==> src/hw/rtl/u8u16_pkg.sv <==
// u8u16_pkg: types and constants shared by the UTF-8 to UTF-16 transcoder.
// No dependencies; imported by every module of the block.
package u8u16_pkg;

    localparam int unsigned BYTE_W  = 8;
    localparam int unsigned CP_W    = 21;
    localparam int unsigned UNIT_W  = 16;
    localparam int unsigned OTDATA_W = 24;   // code_unit, stopped_early, zero fill
    localparam int unsigned OTUSER_W = 2;    // unit_valid, string_end

    localparam logic [CP_W-1:0]   CP_SUPP_BASE = 21'h10000;
    localparam logic [UNIT_W-1:0] HI_SURR_BASE = 16'hD800;
    localparam logic [UNIT_W-1:0] LO_SURR_BASE = 16'hDC00;

    // One decoded byte's worth of work for the back end
    typedef struct packed {
        logic            has_cp;    // a complete code point is to be written out
        logic            is_pair;   // that code point needs a surrogate pair
        logic [CP_W-1:0] cp;
        logic            has_end;   // end-of-string marker follows
        logic            stopped;   // stopped flag for the end marker
    } job_t;

endpackage

==> src/hw/rtl/u8u16_front.sv <==
// u8u16_front: accepts UTF-8 bytes, tracks the sequence state, builds jobs.
// Depends on u8u16_pkg.
module u8u16_front
    import u8u16_pkg::*;
(
    input  logic              clk,
    input  logic              rst_n,
    input  logic              byte_fire,
    input  logic [BYTE_W-1:0] text_byte,
    input  logic              string_last,
    output logic              job_push,
    output job_t              job
);

    logic [1:0]      pend_reg, pend_next;
    logic [CP_W-1:0] part_reg, part_next;
    logic            halt_reg, halt_next;
    logic            emit;
    logic [CP_W-1:0] emit_cp;

    always_comb
    begin
        pend_next = pend_reg;
        part_next = part_reg;
        halt_next = halt_reg;
        emit      = 1'b0;
        emit_cp   = '0;
        if (!halt_reg) begin
            if (pend_reg == 2'd0) begin
                if (text_byte[7] == 1'b0) begin
                    emit    = 1'b1;
                    emit_cp = {{(CP_W-BYTE_W){1'b0}}, text_byte};
                end else if (text_byte[7:5] == 3'b110) begin
                    part_next = {{(CP_W-5){1'b0}}, text_byte[4:0]};
                    pend_next = 2'd1;
                end else if (text_byte[7:4] == 4'b1110) begin
                    part_next = {{(CP_W-4){1'b0}}, text_byte[3:0]};
                    pend_next = 2'd2;
                end else if (text_byte[7:3] == 5'b11110) begin
                    part_next = {{(CP_W-3){1'b0}}, text_byte[2:0]};
                    pend_next = 2'd3;
                end else begin
                    halt_next = 1'b1;
                end
            end else if (text_byte[7:6] != 2'b10) begin
                halt_next = 1'b1;
            end else begin
                part_next = {part_reg[CP_W-7:0], text_byte[5:0]};
                pend_next = pend_reg - 2'd1;
                if (pend_next == 2'd0) begin
                    emit    = 1'b1;
                    emit_cp = part_next;
                end
            end
        end

        job.has_cp  = emit;
        job.cp      = emit_cp;
        job.is_pair = (emit_cp >= CP_SUPP_BASE);
        job.has_end = string_last;
        job.stopped = halt_next | (pend_next != 2'd0);
        job_push    = byte_fire & (emit | string_last);

        // a string's end clears everything for the next one
        if (string_last) begin
            pend_next = 2'd0;
            part_next = '0;
            halt_next = 1'b0;
        end
    end

    always_ff @(posedge clk or negedge rst_n)
    begin
        if (!rst_n) begin
            pend_reg <= 2'd0;
            part_reg <= '0;
            halt_reg <= 1'b0;
        end else if (byte_fire) begin
            pend_reg <= pend_next;
            part_reg <= part_next;
            halt_reg <= halt_next;
        end
    end

endmodule

==> src/hw/rtl/u8u16_queue.sv <==
// u8u16_queue: small job queue decoupling the byte decoder from the unit writer.
// Depends on u8u16_pkg.
module u8u16_queue
    import u8u16_pkg::*;
#(
    parameter int unsigned DEPTH = 4
)
(
    input  logic clk,
    input  logic rst_n,
    input  logic push,
    input  job_t push_job,
    output logic not_full,
    input  logic pop,
    output job_t pop_job,
    output logic not_empty
);

    localparam int unsigned PTR_W = (DEPTH > 1) ? $clog2(DEPTH) : 1;
    localparam int unsigned CNT_W = $clog2(DEPTH + 1);
    localparam logic [PTR_W-1:0] LAST_PTR = PTR_W'(DEPTH - 1);
    localparam logic [CNT_W-1:0] FULL_CNT = CNT_W'(DEPTH);

    job_t             slot_reg [DEPTH];
    logic [PTR_W-1:0] wr_ptr_reg, rd_ptr_reg;
    logic [CNT_W-1:0] cnt_reg;
    logic             do_push, do_pop;

    assign not_full  = (cnt_reg != FULL_CNT);
    assign not_empty = (cnt_reg != '0);
    assign do_push   = push & not_full;
    assign do_pop    = pop & not_empty;
    assign pop_job   = slot_reg[rd_ptr_reg];

    always_ff @(posedge clk or negedge rst_n)
    begin
        if (!rst_n) begin
            wr_ptr_reg <= '0;
            rd_ptr_reg <= '0;
            cnt_reg    <= '0;
        end else begin
            if (do_push) begin
                wr_ptr_reg <= (wr_ptr_reg == LAST_PTR) ? '0 : wr_ptr_reg + 1'b1;
            end
            if (do_pop) begin
                rd_ptr_reg <= (rd_ptr_reg == LAST_PTR) ? '0 : rd_ptr_reg + 1'b1;
            end
            if (do_push && !do_pop) begin
                cnt_reg <= cnt_reg + 1'b1;
            end else if (do_pop && !do_push) begin
                cnt_reg <= cnt_reg - 1'b1;
            end
        end
    end

    always_ff @(posedge clk)
    begin
        if (do_push) begin
            slot_reg[wr_ptr_reg] <= push_job;
        end
    end

endmodule

==> src/hw/rtl/u8u16_back.sv <==
// u8u16_back: expands jobs into UTF-16 units and end markers, one word a cycle unless stalled.
// Depends on u8u16_pkg.
module u8u16_back
    import u8u16_pkg::*;
(
    input  logic                clk,
    input  logic                rst_n,
    input  logic                job_avail,
    input  job_t                job,
    output logic                job_pop,
    output logic                out_valid,
    input  logic                out_ready,
    output logic                unit_valid,
    output logic [UNIT_W-1:0]   code_unit,
    output logic                string_end,
    output logic                stopped_early,
    output logic                run_last
);

    job_t            cur_reg;
    logic            cur_valid_reg;
    logic [1:0]      step_reg;
    logic            out_valid_reg;
    logic            uv_reg, end_reg, stop_reg, last_reg;
    logic [UNIT_W-1:0] unit_reg;

    logic [1:0]      n_units, n_total;
    logic            last_step, load_out, job_done;
    logic [CP_W-1:0] cp_off;
    logic            r_uv, r_end, r_stop;
    logic [UNIT_W-1:0] r_unit;

    always_comb
    begin
        n_units   = cur_reg.has_cp ? (cur_reg.is_pair ? 2'd2 : 2'd1) : 2'd0;
        n_total   = n_units + {1'b0, cur_reg.has_end};
        last_step = (step_reg == n_total - 2'd1);
        cp_off    = cur_reg.cp - CP_SUPP_BASE;
        if (step_reg < n_units) begin
            r_uv   = 1'b1;
            r_end  = 1'b0;
            r_stop = 1'b0;
            if (!cur_reg.is_pair) begin
                r_unit = cur_reg.cp[UNIT_W-1:0];
            end else if (step_reg == 2'd0) begin
                r_unit = HI_SURR_BASE + {5'd0, cp_off[CP_W-1:10]};
            end else begin
                r_unit = LO_SURR_BASE | {6'd0, cp_off[9:0]};
            end
        end else begin
            r_uv   = 1'b0;
            r_end  = 1'b1;
            r_stop = cur_reg.stopped;
            r_unit = '0;
        end
    end

    assign load_out = cur_valid_reg & (~out_valid_reg | out_ready);
    assign job_done = load_out & last_step;
    assign job_pop  = job_avail & (~cur_valid_reg | job_done);

    always_ff @(posedge clk or negedge rst_n)
    begin
        if (!rst_n) begin
            cur_valid_reg <= 1'b0;
            step_reg      <= 2'd0;
            out_valid_reg <= 1'b0;
        end else begin
            if (job_pop) begin
                cur_valid_reg <= 1'b1;
                step_reg      <= 2'd0;
            end else if (job_done) begin
                cur_valid_reg <= 1'b0;
            end else if (load_out) begin
                step_reg <= step_reg + 2'd1;
            end
            if (load_out) begin
                out_valid_reg <= 1'b1;
            end else if (out_ready) begin
                out_valid_reg <= 1'b0;
            end
        end
    end

    always_ff @(posedge clk)
    begin
        if (job_pop) begin
            cur_reg <= job;
        end
        if (load_out) begin
            uv_reg   <= r_uv;
            unit_reg <= r_unit;
            end_reg  <= r_end;
            stop_reg <= r_stop;
            last_reg <= last_step;
        end
    end

    assign out_valid     = out_valid_reg;
    assign unit_valid    = uv_reg;
    assign code_unit     = unit_reg;
    assign string_end    = end_reg;
    assign stopped_early = stop_reg;
    assign run_last      = last_reg;

endmodule

==> src/hw/rtl/utf8_to_utf16_transcoder_unit.sv <==
// utf8_to_utf16_transcoder_unit: top level of the UTF-8 to UTF-16 transcoder.
// Depends on u8u16_pkg, u8u16_front, u8u16_queue, u8u16_back.
//
// Usage
//   s_axis: one UTF-8 byte per word in tdata[7:0]; tlast marks a string's last byte.
//   m_axis: one result per word. tdata[15:0] code_unit, tdata[16] stopped_early;
//   tuser[0] unit_valid, tuser[1] string_end; tlast marks the last word that
//   one input byte gives rise to.
//   Each complete code point gives one unit, or a high then a low surrogate
//   for 0x10000 and above. A string's last byte adds an end marker word whose
//   stopped_early says an invalid or truncated sequence halted the conversion;
//   bytes after a halt give nothing until that end marker.
// Timing
//   Input takes one byte per cycle while the queue has room. A byte's first word
//   reaches m_axis through the queue, then the job register, then the output
//   register. The writer sends one word per cycle while m_axis_tready is high,
//   so a burst of bytes giving two or three words each is paced by the writer;
//   the job queue (QUEUE_DEPTH entries) absorbs it and tready falls only when it fills.
// Reset and stalls
//   rst_n clears the sequence state, the queue and the output valid at once.
//   When m_axis_tready is low the output word holds, the writer waits and
//   bytes keep flowing in until the queue is full.
module utf8_to_utf16_transcoder_unit
    import u8u16_pkg::*;
#(
    parameter int unsigned QUEUE_DEPTH = 4
)
(
    input  logic                 clk,
    input  logic                 rst_n,
    input  logic                 s_axis_tvalid,
    output logic                 s_axis_tready,
    input  logic [BYTE_W-1:0]    s_axis_tdata,   // [7:0] text_byte
    input  logic                 s_axis_tlast,   // string_last
    output logic                 m_axis_tvalid,
    input  logic                 m_axis_tready,
    output logic [OTDATA_W-1:0]  m_axis_tdata,   // [15:0] code_unit, [16] stopped_early, zero
    output logic [OTUSER_W-1:0]  m_axis_tuser,   // [0] unit_valid, [1] string_end
    output logic                 m_axis_tlast    // run_last
);

    logic              byte_fire;
    logic              job_push, q_not_full, q_not_empty, job_pop;
    job_t              front_job, q_job;
    logic              unit_valid, string_end, stopped_early;
    logic [UNIT_W-1:0] code_unit;

    // a byte is only taken when its job is sure to fit
    assign s_axis_tready = q_not_full;
    assign byte_fire     = s_axis_tvalid & q_not_full;

    u8u16_front u_front (
        .clk         (clk),
        .rst_n       (rst_n),
        .byte_fire   (byte_fire),
        .text_byte   (s_axis_tdata),
        .string_last (s_axis_tlast),
        .job_push    (job_push),
        .job         (front_job)
    );

    u8u16_queue #(
        .DEPTH (QUEUE_DEPTH)
    ) u_queue (
        .clk       (clk),
        .rst_n     (rst_n),
        .push      (job_push),
        .push_job  (front_job),
        .not_full  (q_not_full),
        .pop       (job_pop),
        .pop_job   (q_job),
        .not_empty (q_not_empty)
    );

    u8u16_back u_back (
        .clk           (clk),
        .rst_n         (rst_n),
        .job_avail     (q_not_empty),
        .job           (q_job),
        .job_pop       (job_pop),
        .out_valid     (m_axis_tvalid),
        .out_ready     (m_axis_tready),
        .unit_valid    (unit_valid),
        .code_unit     (code_unit),
        .string_end    (string_end),
        .stopped_early (stopped_early),
        .run_last      (m_axis_tlast)
    );

    assign m_axis_tdata = {{(OTDATA_W-UNIT_W-1){1'b0}}, stopped_early, code_unit};
    assign m_axis_tuser = {string_end, unit_valid};

endmodule

==> config.mk <==
export PLATFORM = sky130hd
export DESIGN_NAME = utf8_to_utf16_transcoder_unit
export DESIGN_NICKNAME = d
export VERILOG_FILES = /design/src/hw/rtl/u8u16_pkg.sv /design/src/hw/rtl/u8u16_front.sv /design/src/hw/rtl/u8u16_queue.sv /design/src/hw/rtl/u8u16_back.sv /design/src/hw/rtl/utf8_to_utf16_transcoder_unit.sv
export SDC_FILE = /design/constraint.sdc
export NUM_CORES = 1
export LEC_CHECK = 0
export ABC_AREA = 1
export BUFFER_PORTS_ARGS = -buffer_cell sky130_fd_sc_hd__buf_2
export CAP_MARGIN = 40
export CORE_ASPECT_RATIO = 0.5
export CORE_MARGIN = 4
export CORE_UTILIZATION = 55
export CTS_CLUSTER_DIAMETER = 60
export DETAILED_ROUTE_END_ITERATION = 12
export PLACE_DENSITY = 0.82
export SETUP_SLACK_MARGIN = 0.3
export SKIP_CTS_REPAIR_TIMING = 1
export SYNTH_ARGS = -nofsm -noshare
export SYNTH_HDL_FRONTEND = slang
export SYNTH_HIERARCHICAL = 1
export SYNTH_SLANG_ARGS = --single-unit
==> constraint.sdc <==
create_clock -name clk -period 4.1 [get_ports clk]
set_input_delay 0.82 -clock clk [delete_from_list [all_inputs] [get_ports clk]]
set_output_delay 0.82 -clock clk [all_outputs]
set_load 0.05 [all_outputs]
==> impl_metrics.prom, run 1 <==
# TYPE chip_impl_metric gauge
chip_impl_info{name="clock-root-buffer",value="clkbuf_16"} 1
chip_impl_metric{name="r2r_setup_slack",unit="ps"} 910
chip_impl_metric{name="data_arrival_critical_path",unit="ps"} 3500
chip_impl_metric{name="drc_errors",unit=""} 0
chip_impl_metric{name="switching_share",unit="%"} 40.0
chip_impl_info{name="worstSetupPathType",value="reg2reg"} 1
chip_impl_info{name="netlist.top_cell.by_area",value="edfxtp_1"} 1
chip_impl_metric{name="antenna_found_initial",unit=""} 1
chip_impl_metric{name="synth.ff_latch_count",unit=""} 174
chip_impl_metric{name="final_area",unit="µm²"} 8830
chip_impl_metric{name="clkTransAtPathRegs",unit="ps"} 70
chip_impl_metric{name="final_antenna_diode_count",unit=""} 0
chip_impl_metric{name="final_critical_delay_including_setup_and_external_delays",unit="ps"} 3190
chip_impl_metric{name="routed_wl_per_cell",unit="µm"} 15.7
chip_impl_metric{name="boundaryPins",unit=""} 42
chip_impl_metric{name="floorplan.initialDensity",unit="%"} 57.5
chip_impl_metric{name="worstSkewPairLatency",unit="ps"} 430
chip_impl_metric{name="floorplan.rows",unit=""} 30
chip_impl_metric{name="internal_power",unit="mW"} 4.27
chip_impl_metric{name="grt_start_max_net_pins",unit=""} 39
chip_impl_metric{name="placed_area",unit="µm²"} 8240
chip_impl_info{name="startpoint",value="u_front/pend_reg[0]"} 1
chip_impl_metric{name="finalClockSkew",unit="ps"} 14.7
chip_impl_metric{name="pwr-share-comb",unit="%"} 36.7
chip_impl_metric{name="tightestPinTransition",unit="ps"} 726
chip_impl_metric{name="initial_drc_count",unit=""} 506
chip_impl_info{name="layout_common_cells",value="nand2_1 (179), edfxtp_1 (145), inv_1 (111), nor2_1 (53), o211ai_1 (50)"} 1
chip_impl_metric{name="placement.io_buffers",unit=""} 34
chip_impl_metric{name="maxSlewHeadroom",unit="%"} 51.6
chip_impl_metric{name="tritoncts.num_buffers",unit=""} 17
chip_impl_metric{name="cp_max_fo",unit=""} 15
chip_impl_metric{name="synth_seq_area_share",unit="%"} 63.6
chip_impl_info{name="mostFrequentLayoutCell",value="nand2_1"} 1
chip_impl_metric{name="core",unit="µm²"} 13900
chip_impl_metric{name="p_leak",unit="nW"} 3.78
chip_impl_metric{name="htree_num_levels",unit=""} 4
chip_impl_metric{name="drt-pass1-iter-count",unit=""} 5
chip_impl_metric{name="netlist-cell-type-count",unit=""} 35
chip_impl_info{name="yosys-top-cells-area",value="edfxtp_1 (55%), dfrtp_1 (9.1%), nand2_1 (8.4%), inv_1 (5.2%), o211ai_1 (4.7%)"} 1
chip_impl_metric{name="max-clock-path-buffers",unit=""} 2
chip_impl_metric{name="finalMaxSlewViolations",unit=""} 0
chip_impl_metric{name="area_growth_from_synthesis_to_layout",unit="%"} 10.7
chip_impl_info{name="rsz0062_at_grt",value="no"} 1
chip_impl_metric{name="synth.yosys.warnings",unit=""} 6
chip_impl_metric{name="wirelength",unit="mm"} 15.2
chip_impl_metric{name="timing.hold.ws",unit="ps"} 447
chip_impl_info{name="reg2reg_from",value="u_front/pend_reg[0]"} 1
chip_impl_metric{name="antenna_left",unit=""} 0
chip_impl_metric{name="die_width",unit="µm"} 178
chip_impl_metric{name="max_clock_freq",unit="MHz"} 313
chip_impl_info{name="outcome",value="finished clean"} 1
chip_impl_metric{name="globalplace.congestion",unit=""} 0.860
chip_impl_metric{name="grt_pass1_vias",unit=""} 4973
chip_impl_info{name="hp-class",value="in2async"} 1
chip_impl_info{name="tritoncts_clock_tree",value="yes"} 1
chip_impl_metric{name="finalCritPeriodShare",unit="%"} 77.9
chip_impl_metric{name="dpl.hpwl",unit="mm"} 10.3
chip_impl_metric{name="fraction_of_synthesized_cell_area_taken_by_the_top_area_cell_type",unit="%"} 54.5
chip_impl_metric{name="setup_violations",unit=""} 0
chip_impl_metric{name="largest_reg_flops",unit=""} 100
chip_impl_metric{name="power_frac_clock",unit="%"} 22.7
chip_impl_metric{name="drive_gt1_share",unit="%"} 18.2
chip_impl_metric{name="hold_violations",unit=""} 0
chip_impl_metric{name="syn_area",unit="µm²"} 7980
chip_impl_metric{name="sequentialPowerShare",unit="%"} 40.6
chip_impl_metric{name="grt_overflow_total",unit=""} 0
chip_impl_metric{name="chipHeight",unit="µm"} 93.2
chip_impl_metric{name="power.density_cell_area",unit="nW/µm²"} 805
chip_impl_info{name="start_kind",value="register"} 1
chip_impl_metric{name="ir_worst_vdd",unit="mV"} 0.432
chip_impl_metric{name="cp_data_required_time",unit="ps"} 4410
chip_impl_metric{name="global_route.usage.total",unit="%"} 19.5
chip_impl_metric{name="fin_tns_setup",unit="ps"} 0
chip_impl_metric{name="syn_inst",unit=""} 730
chip_impl_metric{name="grt_pass1_wl",unit="mm"} 24.7
chip_impl_metric{name="max-cap-violations",unit=""} 0
chip_impl_metric{name="average_footprint_of_a_synthesized_cell",unit="µm²"} 10.9
chip_impl_metric{name="fin_nets",unit=""} 789
chip_impl_metric{name="routed_via_density",unit=""} 5.23
chip_impl_metric{name="floorplan.die_area",unit="µm²"} 16600
chip_impl_metric{name="sw_pwr",unit="mW"} 2.84
chip_impl_info{name="setup_crit_end_kind",value="register"} 1
chip_impl_metric{name="cts_sinks",unit=""} 174
chip_impl_metric{name="via_count",unit=""} 5058
power by group through the flow:
stage	clock network, mW	logic, mW	registers (mW)
after floorplan	0	1.83	3.13
after global placement	0	2.42	2.92
after detailed placement	0	2.59	2.92
after CTS	1.64	2.61	2.88
after global routing	1.73	2.88	2.93
final	1.62	2.61	2.88
worst max-delay path, stage by stage (launching register included):
cell     delay, ps
dfrtp_1        390
inv_1          100
ha_1           320
nor2_1         220
nand3_2        280
nand2_1        280
o21ai_0        120
inv_1          140
nand2_1        190
inv_1          110
ha_1           160
inv_1           70
fa_1           390
inv_1           70
nand2_1         70
nand4_1        100
nand2_1         60
per-stage QoR:
stage	utilization, %	instances	worst slack, ps	total power [mW]
finish	63.6	968	906	7.11
global route	63.6	968	658	7.54
CTS	63.6	968	915	7.13
detailed placement	59.3	936	749	5.50
global placement	59.1	935	903	5.34
floorplan	-	736	779	4.96
synthesized netlist by cell type:
cell and instances:
nor2_2 7, o21ai_2 2, clkinv_2 2, nand2_4 4, inv_2 7, a22oi_2 1, nand4_4 1, buf_2 6
buf_6 8, nand2_8 1, nor2_8 2, nand3_1 23, a21oi_4 1, o21ai_1 3, nand4_1 1, a21oi_1 11
o211ai_1 50, o22ai_1 1, clkinv_1 2, fa_1 1, or2_2 1, xnor2_1 1, edfxtp_1 145, nand2_1 179
o21ai_0 2, ha_1 12, a21oi_2 5, dfrtp_1 29, nand3_2 10, inv_1 111, conb_1 1, nor2_1 57
buf_4 21, xor2_1 4, nand2_2 18
per-layer routing:
layer	share of wire (%)	wire (µm)	global-route usage, %	up-vias
li1	-	-	-	2439
met3	6.6	1000	4.77	20
met2	46	7020	30.4	173
met1	46	6990	26.7	2424
met5	0.046	7	0	-
met4	1.4	221	7.34	2
final timing paths:
check / endpoint / depth (start not counted)
max in group asynchronous: u_queue/rd_ptr_reg[0] / 1
min: u_front/part_reg[0] / 1
min in group clk: u_front/part_reg[12] / 2
min reg2reg: u_front/part_reg[12] / 2
max reg2reg: u_queue/cnt_reg[2] / 16
max: u_queue/cnt_reg[2] / 16
area by class of cell:
cell class              count  area, µm²
flip-flops and latches    174       5080
fillers                   992       5050
multi-input cells         405       2200
inverters                 122        460
clock buffers              19        443
repair buffers             43        258
well taps                 192        240
clock inverters            13        154
cells by family after synthesis:
family / Yosys count / share of synthesized area [%]
AO/OA/AOI/OAI: 76 / 6.91
AND/OR/NAND/NOR: 304 / 17.5
buffers and inverters: 157 / 9.25
flip-flops: 174 / 63.6
XOR/XNOR: 5 / 0.548
adder cells (fa/ha/maj): 13 / 2.13
other: 1 / 0.0470
Power figures use the tool's default switching activity.
==> inputs of run 2 (changes only) <==
--- a/config.mk
+++ b/config.mk
@@ -13,7 +13,7 @@
 export CORE_UTILIZATION = 55
 export CTS_CLUSTER_DIAMETER = 60
 export DETAILED_ROUTE_END_ITERATION = 12
-export PLACE_DENSITY = 0.82
+export PLACE_DENSITY = 0.85
 export SETUP_SLACK_MARGIN = 0.3
 export SKIP_CTS_REPAIR_TIMING = 1
 export SYNTH_ARGS = -nofsm -noshare
==> constraint.sdc (replaced) <==
create_clock -name clk -period 2.58 [get_ports clk]
set_input_delay 0.516 -clock clk [delete_from_list [all_inputs] [get_ports clk]]
set_output_delay 0.516 -clock clk [all_outputs]
set_load 0.05 [all_outputs]
==> run 2 against run 1 <==
Compared with the run above:
- sequential cell count unchanged
- critical path depth down 2
- clock skew down 1.9 ps
- clock power up 56%
- total power up 66%
- sequential share of layout area down 2.0 points
- core utilization up 2.3 points
- cell area up 3.6%
- die area unchanged
- routed wire length up 1.0%
- non-clock buffer count up 15
- largest cell class unchanged
- largest power group is now combinational cells
- highest routed layer is now met4
==> impl_metrics.prom, run 2 (synthesis results as in run 1) <==
# TYPE chip_impl_metric gauge
chip_impl_metric{name="grt_pass1_wl",unit="mm"} 24.1
chip_impl_metric{name="worst-path-buf-inv",unit=""} 3
chip_impl_metric{name="data_arrival_critical_path",unit="ps"} 2650
chip_impl_info{name="layout_common_cells",value="nand2_1 (174), edfxtp_1 (145), inv_1 (106), nor2_1 (51), o211ai_1 (50)"} 1
chip_impl_metric{name="setup_violations",unit=""} 0
chip_impl_metric{name="tritoncts.num_buffers",unit=""} 17
chip_impl_info{name="outcome",value="finished clean"} 1
chip_impl_metric{name="drive_gt1_share",unit="%"} 22.5
chip_impl_metric{name="wirelength",unit="mm"} 15.4
chip_impl_info{name="worstSetupPathType",value="reg2reg"} 1
chip_impl_metric{name="worstSkewPairLatency",unit="ps"} 420
chip_impl_metric{name="cp_max_fo",unit=""} 3
chip_impl_info{name="hp-class",value="in2async"} 1
chip_impl_metric{name="final_antenna_diode_count",unit=""} 0
chip_impl_info{name="cp_slowest_cell",value="fa_2"} 1
chip_impl_info{name="tritoncts_clock_tree",value="yes"} 1
chip_impl_metric{name="floorplan.die_area",unit="µm²"} 16600
chip_impl_metric{name="fin_tns_setup",unit="ps"} 0
chip_impl_metric{name="grt_pass1_vias",unit=""} 4960
chip_impl_metric{name="htree_num_levels",unit=""} 4
chip_impl_metric{name="initial_drc_count",unit=""} 605
chip_impl_metric{name="tightestPinTransition",unit="ps"} 768
chip_impl_metric{name="dpl.hpwl",unit="mm"} 9.75
chip_impl_info{name="rsz0062_at_grt",value="yes"} 1
chip_impl_metric{name="finalCritPeriodShare",unit="%"} 90.9
chip_impl_metric{name="chipHeight",unit="µm"} 93.2
chip_impl_metric{name="grt_overflow_total",unit=""} 0
chip_impl_metric{name="area_growth_from_synthesis_to_layout",unit="%"} 14.7
chip_impl_metric{name="hold_violations",unit=""} 0
chip_impl_metric{name="boundaryPins",unit=""} 42
chip_impl_metric{name="antenna_found_initial",unit=""} 0
chip_impl_metric{name="placement.io_buffers",unit=""} 34
chip_impl_metric{name="worst-path-stages",unit=""} 14
chip_impl_info{name="worstPathCellList",value="clkinv_2, nand2_4, ha_4, xor2_4, nand3_2, nand2_2, nand2_4, inv_8, nand2_4, ha_4, inv_4, fa_2, nand2_1, o21ai_1"} 1
chip_impl_metric{name="largest_reg_flops",unit=""} 100
chip_impl_metric{name="via_count",unit=""} 5168
chip_impl_metric{name="clkTransAtPathRegs",unit="ps"} 70
chip_impl_metric{name="antenna_left",unit=""} 0
chip_impl_metric{name="floorplan.initialDensity",unit="%"} 57.5
chip_impl_metric{name="worst_path_setup_slack_after_routing",unit="ps"} 235
chip_impl_metric{name="crit_path_max_incr_delay",unit="ps"} 420
chip_impl_info{name="start_kind",value="register"} 1
chip_impl_metric{name="global_route.usage.total",unit="%"} 18.9
chip_impl_metric{name="globalplace.congestion",unit=""} 0.872
chip_impl_metric{name="finalClockSkew",unit="ps"} 12.9
chip_impl_metric{name="placement.setup.worst_slack",unit="ps"} 106
chip_impl_metric{name="die_width",unit="µm"} 178
chip_impl_info{name="crit_path_frequent_cell",value="nand2_4"} 1
chip_impl_metric{name="worstRegToRegCells",unit=""} 14
chip_impl_metric{name="cp_data_required_time",unit="ps"} 2880
chip_impl_metric{name="grt_start_max_net_pins",unit=""} 45
chip_impl_metric{name="max_clock_freq",unit="MHz"} 426
chip_impl_metric{name="routed_via_density",unit=""} 5.26
chip_impl_metric{name="stdcell_count",unit=""} 983
chip_impl_metric{name="max-clock-path-buffers",unit=""} 2
chip_impl_metric{name="floorplan.rows",unit=""} 30
chip_impl_metric{name="ir_worst_vdd",unit="mV"} 0.671
chip_impl_metric{name="fin_nets",unit=""} 804
chip_impl_metric{name="maxSlewHeadroom",unit="%"} 48.8
chip_impl_metric{name="final_critical_delay_including_setup_and_external_delays",unit="ps"} 2340
chip_impl_metric{name="finalMaxSlewViolations",unit=""} 0
chip_impl_metric{name="place.detailed.instances",unit=""} 943
chip_impl_info{name="setup_crit_end_kind",value="register"} 1
chip_impl_metric{name="drt-pass1-iter-count",unit=""} 7
chip_impl_metric{name="drc_errors",unit=""} 0
chip_impl_metric{name="max-cap-violations",unit=""} 0
chip_impl_metric{name="cts_sinks",unit=""} 174
chip_impl_info{name="cpLargestDelayFamily",value="adder cells"} 1
chip_impl_metric{name="power.density_cell_area",unit="nW/µm²"} 1290
chip_impl_info{name="clock-root-buffer",value="clkbuf_16"} 1
chip_impl_metric{name="p_leak",unit="nW"} 3.88
chip_impl_info{name="mostFrequentLayoutCell",value="nand2_1"} 1
chip_impl_metric{name="core",unit="µm²"} 13900
chip_impl_metric{name="routed_wl_per_cell",unit="µm"} 15.7
==> run 2: changes by cell type in the layout (fill, tap and decap cells not counted), sizes merged <==
cell / previous run / this run
buf: 43 / 58
inv: 123 / 124
clkbuf: 19 / 18
==> run 2: area by class of cell <==
class	count	area, µm²
multi-input combinational	405	2360
tap	192	240
clock inverter	14	158
timing repair buffer	58	413
sequential	174	5080
fill	968	4730
inverter	122	473
clock buffer	18	429
==> run 2: worst paths after layout <==
path / from / to / slack, ps
min in group clk: s_axis_tdata[1] / u_front/part_reg[1] / 330
min reg2reg: u_front/part_reg[14] / u_front/part_reg[14] / 490
min: rst_n / u_queue/cnt_reg[2] / 150
max in group asynchronous: rst_n / u_back/out_valid / 1930
max reg2reg: u_back/cur_reg[23] / u_queue/cnt_reg[1] / 240
max: u_back/cur_reg[23] / u_queue/cnt_reg[1] / 240
==> run 2: per-stage QoR <==
stage / hold WS (ps) / util, % / cell area [µm²] / power (mW)
after floorplan: 220 / - / 8130 / 8.07
after global placement: 457 / 60.8 / 8440 / 8.81
after detailed placement: 460 / 60.8 / 8440 / 8.98
after CTS: 173 / 65.0 / 9030 / 11.5
after global routing: 203 / 65.9 / 9160 / 12.5
final: 152 / 65.9 / 9160 / 11.8
==> run 2: report_power, final <==
part / switching [mW] / internal (mW) / leakage, nW
registers: 0.442 / 4.16 / 1.75
logic: 3.21 / 1.46 / 1.85
clock network: 1.07 / 1.45 / 0.279
==> run 2: per-layer routing <==
| metal | global-route usage [%] | wire (µm) | vias to the layer above |
|---|---|---|---|
| li1 | - | - | 2465 |
| met1 | 25.7 | 6750 | 2441 |
| met2 | 30.4 | 7080 | 239 |
| met3 | 4.40 | 1390 | 23 |
| met4 | 6.38 | 186 | 0 |
| met5 | 0 | 0 | - |
